==> src/sv/shr_pkg.sv <==
// Package: constants, codes and shared types of the snapshot history ring.
`default_nettype none

package shr_pkg;

    localparam int SLOTS    = 8;
    localparam int MAX_ROWS = 64;

    localparam int SLOT_W  = $clog2(SLOTS);
    localparam int ROW_W   = $clog2(MAX_ROWS);
    localparam int ROWS_W  = $clog2(MAX_ROWS + 1);
    localparam int ADDR_W  = SLOT_W + ROW_W;
    localparam int DEPTH   = SLOTS * MAX_ROWS;
    localparam int WORD_W  = 32;
    localparam int AGE_W   = 8;
    localparam int CNT_W   = 4;
    localparam int TOTAL_W = 32;

    localparam int IN_TDATA_W  = 40;
    localparam int OUT_TDATA_W = 88;

    typedef enum logic [1:0] {
        OP_PUSH  = 2'd0,
        OP_GET   = 2'd1,
        OP_CLEAR = 2'd2,
        OP_QUERY = 2'd3
    } t_op;

    typedef enum logic [1:0] {
        S_IDLE,
        S_RESP,
        S_ISSUE,
        S_DATA
    } t_state;

    typedef struct packed {
        logic              we;
        logic [ADDR_W-1:0] waddr;
        logic [WORD_W-1:0] wdata;
        logic              re;
        logic [ADDR_W-1:0] raddr;
    } t_ram_req;

    typedef struct packed {
        logic               status;
        logic [WORD_W-1:0]  word_value;
        logic [ROW_W-1:0]   row_index;
        logic [ROWS_W-1:0]  row_count;
        logic               last_word;
        logic [CNT_W-1:0]   stored_snapshots;
        logic [TOTAL_W-1:0] captured_total;
    } t_result;

endpackage

`default_nettype wire

==> src/sv/shr_ctrl.sv <==
// Sequencer: ring pointers, counters, command decode and word-by-word readout.
`default_nettype none

module shr_ctrl
    import shr_pkg::*;
(
    input  wire logic              i_clk,
    input  wire logic              i_rst_n,
    input  wire logic              i_in_valid,
    output logic                   o_in_ready,
    input  wire t_op               i_opcode,
    input  wire logic [WORD_W-1:0] i_element,
    input  wire logic [AGE_W-1:0]  i_age,
    input  wire logic              i_cfg_valid,
    output logic                   o_cfg_ready,
    input  wire logic [ROWS_W-1:0] i_cfg_data,
    input  wire logic              i_out_free,
    output logic                   o_res_valid,
    output t_result                o_res,
    output t_ram_req               o_ram,
    input  wire logic [WORD_W-1:0] i_rdata
);

    t_state              r_state, n_state;
    logic [SLOT_W-1:0]   r_head, n_head;
    logic [CNT_W-1:0]    r_filled, n_filled;
    logic [TOTAL_W-1:0]  r_total, n_total;
    logic [ROW_W-1:0]    r_pos, n_pos;
    logic [ROWS_W-1:0]   r_rows, n_rows;
    logic [SLOT_W-1:0]   r_slot, n_slot;
    logic [ROW_W-1:0]    r_row, n_row;
    logic                r_err, n_err;

    logic                w_in_acc;
    logic                w_cfg_acc;
    logic                w_commit;
    logic                w_last;
    logic [SLOT_W:0]     w_slot_sum;
    logic [SLOT_W:0]     w_slot_fix;

    assign o_in_ready  = (r_state == S_IDLE);
    assign o_cfg_ready = (r_state == S_IDLE) && !i_in_valid;
    assign w_in_acc    = i_in_valid && o_in_ready;
    assign w_cfg_acc   = i_cfg_valid && o_cfg_ready;

    assign w_commit = (({1'b0, r_pos} + ROWS_W'(1)) >= r_rows);
    assign w_last   = (({1'b0, r_row} + ROWS_W'(1)) == r_rows);

    // age is below the stored count here, so the sum stays under twice SLOTS
    assign w_slot_sum = ({1'b0, r_head} + (SLOT_W+1)'(SLOTS - 1)) - i_age[SLOT_W:0];
    assign w_slot_fix = (w_slot_sum >= (SLOT_W+1)'(SLOTS))
                        ? (w_slot_sum - (SLOT_W+1)'(SLOTS)) : w_slot_sum;

    always_ff @(posedge i_clk) begin
        if (!i_rst_n) begin
            r_state  <= S_IDLE;
            r_head   <= '0;
            r_filled <= '0;
            r_total  <= '0;
            r_pos    <= '0;
            r_rows   <= ROWS_W'(1);
        end else begin
            r_state  <= n_state;
            r_head   <= n_head;
            r_filled <= n_filled;
            r_total  <= n_total;
            r_pos    <= n_pos;
            r_rows   <= n_rows;
        end
    end

    always_ff @(posedge i_clk) begin
        r_slot <= n_slot;
        r_row  <= n_row;
        r_err  <= n_err;
    end

    always_comb begin
        n_state  = r_state;
        n_head   = r_head;
        n_filled = r_filled;
        n_total  = r_total;
        n_pos    = r_pos;
        n_rows   = r_rows;
        n_slot   = r_slot;
        n_row    = r_row;
        n_err    = r_err;

        o_ram       = '0;
        o_ram.waddr = {r_head, r_pos};
        o_ram.wdata = i_element;
        o_ram.raddr = {r_slot, r_row};

        o_res_valid            = 1'b0;
        o_res.status           = r_err;
        o_res.word_value       = '0;
        o_res.row_index        = '0;
        o_res.row_count        = r_rows;
        o_res.last_word        = 1'b1;
        o_res.stored_snapshots = r_filled;
        o_res.captured_total   = r_total;

        case (r_state)
            S_IDLE: begin
                if (w_cfg_acc) begin
                    if (i_cfg_data == '0) begin
                        n_rows = ROWS_W'(1);
                    end else if (i_cfg_data > ROWS_W'(MAX_ROWS)) begin
                        n_rows = ROWS_W'(MAX_ROWS);
                    end else begin
                        n_rows = i_cfg_data;
                    end
                    n_head   = '0;
                    n_filled = '0;
                    n_pos    = '0;
                end else if (w_in_acc) begin
                    case (i_opcode)
                        OP_PUSH: begin
                            o_ram.we = 1'b1;
                            if (w_commit) begin
                                n_pos  = '0;
                                n_head = (r_head == SLOT_W'(SLOTS - 1))
                                         ? '0 : r_head + SLOT_W'(1);
                                if (r_filled < CNT_W'(SLOTS)) begin
                                    n_filled = r_filled + CNT_W'(1);
                                end
                                if (r_total != '1) begin
                                    n_total = r_total + TOTAL_W'(1);
                                end
                            end else begin
                                n_pos = r_pos + ROW_W'(1);
                            end
                        end
                        OP_CLEAR: begin
                            n_head   = '0;
                            n_filled = '0;
                            n_pos    = '0;
                        end
                        OP_QUERY: begin
                            n_err   = 1'b0;
                            n_state = S_RESP;
                        end
                        OP_GET: begin
                            if (i_age >= AGE_W'(r_filled)) begin
                                n_err   = 1'b1;
                                n_state = S_RESP;
                            end else begin
                                n_err   = 1'b0;
                                n_slot  = w_slot_fix[SLOT_W-1:0];
                                n_row   = '0;
                                n_state = S_ISSUE;
                            end
                        end
                        default: begin
                            n_state = S_IDLE;
                        end
                    endcase
                end
            end
            S_RESP: begin
                if (i_out_free) begin
                    o_res_valid = 1'b1;
                    n_state     = S_IDLE;
                end
            end
            S_ISSUE: begin
                if (i_out_free) begin
                    o_ram.re = 1'b1;
                    n_state  = S_DATA;
                end
            end
            S_DATA: begin
                // output register was freed when the read was issued
                o_res_valid      = 1'b1;
                o_res.word_value = i_rdata;
                o_res.row_index  = r_row;
                o_res.last_word  = w_last;
                if (w_last) begin
                    n_state = S_IDLE;
                end else begin
                    n_row   = r_row + ROW_W'(1);
                    n_state = S_ISSUE;
                end
            end
            default: begin
                n_state = S_IDLE;
            end
        endcase
    end

endmodule

`default_nettype wire

==> config.mk <==
export PLATFORM = sky130hd
export DESIGN_NAME = shr_ctrl
export DESIGN_NICKNAME = d
export VERILOG_FILES = /design/src/sv/shr_pkg.sv /design/src/sv/shr_ctrl.sv
export SDC_FILE = /design/constraint.sdc
export NUM_CORES = 1
export LEC_CHECK = 0
export ABC_AREA = 1
export ABC_CLOCK_PERIOD_IN_PS = 2800
export BUFFER_PORTS_ARGS = -buffer_cell sky130_fd_sc_hd__buf_4
export CORE_MARGIN = 2
export CORE_UTILIZATION = 48
export CTS_CLUSTER_SIZE = 30
export DETAILED_ROUTE_END_ITERATION = 8
export PLACE_DENSITY_LB_ADDON = 0.2
export SYNTH_ARGS = -nofsm -noshare
export SYNTH_HDL_FRONTEND = slang
export SYNTH_SLANG_ARGS = --single-unit
==> constraint.sdc <==
create_clock -name i_clk -period 2.8 [get_ports i_clk]
set_input_delay 0 -clock i_clk [delete_from_list [all_inputs] [get_ports i_clk]]
set_output_delay 0 -clock i_clk [all_outputs]
set_load 0.03 [all_outputs]
==> run_results.csv <==
group,metric,value,unit
setup_path,r2r-start,"r_pos[0]$_SDFFE_PN0P_",
min_path,hold_class,"in -> out",
floorplan,die_height,103,um
power,p_int,1.53,mW
min_path,hp-start,"i_element[6]",
cells_and_area,fillers,911,
setup_path,cp-end-kind,"flop",
floorplan,ios,224,
routing,viasPerCell,4.97,
clock_tree,cts_buffers,9,
logic_synthesis,syn_area,4710,um2
power,power_density,361,nW/um2
routing,drt_iter0_drc,171,
logic_synthesis,synthSimpleGateAreaFrac,0.363,
setup_path,path_class,"reg -> reg",
power,pwr-share-seq,0.450,
routing,dr.pass1.iters,4,
clock_tree,cts_sinks,64,
logic_synthesis,synth_compound_area_frac,0.0924,
logic_synthesis,synth_area_leaders,"dfxtp_1 23%, nand2_1 13%, nor2_1 9.2%",
setup_path,critPathLaunchType,"flop",
floorplan,die_area,10600,um2
power,switching_share,0.301,
logic_synthesis,synth_adder_area_share,0.0520,
power,leakagePower,2.87,nW
setup_path,timing.rr.end,"r_total[7]$_SDFFE_PN0P_",
power,p_comb_frac,0.191,
logic_synthesis,synth_top_family_by_area,"simple AND/OR/NAND/NOR gates",
setup_path,regToRegSetupSlack,0.26,ns
place,gp_congestion,0.963,
routing,wire_per_inst,14.0,um
logic_synthesis,synth_nets,805,
place,dp_hpwl,10500,um
logic_synthesis,syn_inst,700,
timing,fin_worst_skew,0.00903,ns
logic_synthesis,ys_seq_elements,64,
timing,worstMarginPinSlew,1.00,ns
floorplan,die_x,103,um
min_path,min_path_cells,0,
cells_and_area,n_antenna_cell,0,
floorplan,coreArea,9640,um2
routing,ant_nets,0,
logic_synthesis,synth_xor_area_frac,0.0520,
timing,timing.fmax,0.393,GHz
power,pwr-share-clk,0.359,
grt,grt_pass1_wl,21200,um
cells_and_area,drive_gt1_frac,0.278,
logic_synthesis,ys.flop_type,"dfxtp_1",
grt,grt_antenna_before_repair,0,
setup_path,required,3.07,ns
power,vdd_drop_max,0.203,mV
floorplan,initial_utilization,0.489,
logic_synthesis,synth.area.mux_share,0,
clock_tree,post_cts_buffers,0,
timing,slew_headroom,0.332,
place,port_buffers,159,
logic_synthesis,yosysMostFrequentCell,"nand2_1",
grt,grt_max_degree,46,
clock_tree,htree_num_levels,3,
clock_tree,cts-root-buf,"clkbuf_8",
setup_path,r2r_cells,13,
logic_synthesis,synth_commonest_cells,"168 x nand2_1, 115 x nor2_1, 88 x inv_1, 54 x dfxtp_1, 35 x buf_4",
timing,period_needed,2.54,ns
cells_and_area,nets,939,
grt,grtUsageTotal,0.254,
timing,hold_viol,0,
logic_synthesis,seq_area_frac_synth,0.293,
job,maxCapViolCount,0,
logic_synthesis,yosysUniqueCellTypes,39,
grt,overflow,0,
timing,fin_crit_sh,0.909,
routing,drc,0,
logic_synthesis,yosysTopAreaCell,"dfxtp_1",
power,total_power,2.18,mW
logic_synthesis,synth_top_cell_area_share,0.229,
grt,grt_pass1_vias,4444,
timing,final_max_slew_viol_count,0,
floorplan,std_cell_rows,36,
setup_path,critPathMaxFanout,28,
logic_synthesis,async_flop_share,0,
timing,rsz0062_at_grt,"false",
timing,fin_tns_setup,0,ns
clock_tree,max-clock-path-buffers,2,
clock_tree,clkLatencyLatePin,0.35,ns
logic_synthesis,syn_avg_cell_area,6.74,um2
cells_and_area,syn_to_final_growth,28.2,%
min_path,hold_end,"o_ram[16]",
routing,vias,4827,
logic_synthesis,yosysWarnings,0,
setup_path,arrival,2.81,ns
routing,finalWirelength,13600,um
timing,setup_viol,0,
outcome,outcome,"completed",
clock_tree,cts.reportedPaths.clkPinSlew,0.07,ns
clock_tree,tritoncts,"built",
logic_synthesis,synth_edf_count,10,
power,p_sw,0.657,mW
[timing repair]
item,4_1_cts,5_1_grt
setup endpoints to repair,0,5
hold buffers,9,0
resized for setup,0,1
hold endpoints to repair,15,0
[stage by stage]
step / worst slack [ns] / cells / cell area [um2] / hold WS (ns) / util
2_1_floorplan: 0.360 / 700 / 4710 / 0.0506 / -
3_3_place_gp: 0.428 / 947 / 5760 / 0.000205 / 0.598
3_5_place_dp: 0.223 / 947 / 5760 / 0.000205 / 0.598
4_1_cts: 0.193 / 972 / 6040 / 0.000205 / 0.627
5_1_grt: 0.0148 / 972 / 6050 / 0.0000481 / 0.627
6_report: 0.255 / 972 / 6050 / 0.0000132 / 0.627
[kinds of logic (layout without fill, tap and decap cells)]
logic type                 Yosys count  count (layout)
xor gates and xnor gates            28              28
and+or+nand+nor                    378             378
adders and majority gates           19              19
buffers and inverters              142             281
AOI/OAI and AO/OA                   69              69
DFF                                 64              64
[routing by layer]
layer  global-route usage  wire (um)
met1                0.305       5850
met2                0.456       6720
met3               0.0454        853
met4               0.0820        172
met5                    0          0
[sequential cells by signal, summed over array words and instances (netlist names)]
name / count
r_filled: 4
r_slot: 3
r_head: 3
r_row: 6
r_total: 32
r_err: 1
r_pos: 6
r_rows: 7
r_state: 2
[how the worst max path moves through the flow]
| stage | start | end | slack [ns] | depth (start not counted) |
|---|---|---|---|---|
| 2_1_floorplan | r_row[0]$_SDFFCE_PN0P_ | r_row[0]$_SDFFCE_PN0P_ | 0.36 | 12 |
| 3_3_place_gp | r_pos[0]$_SDFFE_PN0P_ | r_pos[4]$_SDFFE_PN0P_ | 0.43 | 13 |
| 3_5_place_dp | r_pos[0]$_SDFFE_PN0P_ | r_pos[5]$_SDFFE_PN0P_ | 0.22 | 13 |
| 4_1_cts | r_pos[0]$_SDFFE_PN0P_ | r_pos[3]$_SDFFE_PN0P_ | 0.19 | 13 |
| 5_1_grt | r_pos[0]$_SDFFE_PN0P_ | r_total[23]$_SDFFE_PN0P_ | 0.01 | 12 |
| 6_report | r_pos[0]$_SDFFE_PN0P_ | r_total[7]$_SDFFE_PN0P_ | 0.26 | 13 |
[layout by cell type (no fill, tap or decap), types with 6 or more instances in the layout]
cell type      count
a21oi_1           33
a21oi_2           20
buf_4            161
clkbuf_8           9
dfxtp_1           54
dlygate4sd3_1      9
edfxtp_1          10
ha_1              18
inv_1             88
inv_2              6
nand2_1          168
nand2_2           10
nand3_1           30
nand4_1           16
nor2_1           115
nor2_4             7
nor3_1             8
o21ai_0            7
xnor2_1            8
xor2_1            20
[critical path: stages, from the launching register on]
cell and delay [ns]:
dfxtp_1 0.40, ha_1 0.21, nand3_1 0.12, nor3b_1 0.27, ha_1 0.30, nand2_1 0.11
inv_1 0.07, nand2_1 0.07, nand2_1 0.05, a21oi_2 0.16, nand2_2 0.11, nand4_4 0.32
nand2_1 0.13, a21oi_2 0.13
[final cells by class]
cell class | count | area [um2] | share of cell area
sequential | 64 | 1380 | 0.228
timing repair buffer | 171 | 1320 | 0.218
multi-input combinational | 494 | 2640 | 0.436
inverter | 94 | 353 | 0.0584
clock buffer | 10 | 128 | 0.0211
clock inverter | 6 | 60.1 | 0.00993
tap | 133 | 166 | 0.0275
[power groups by stage]
stage	clock (mW)	sequential (mW)	combinational [mW]
4_1_cts	0.798	0.983	0.414
6_report	0.783	0.983	0.417
2_1_floorplan	0	1.03	0.310
3_3_place_gp	0	1.00	0.391
5_1_grt	0.842	0.985	0.460
3_5_place_dp	0	1.00	0.404
Power figures use the tool's default switching activity.
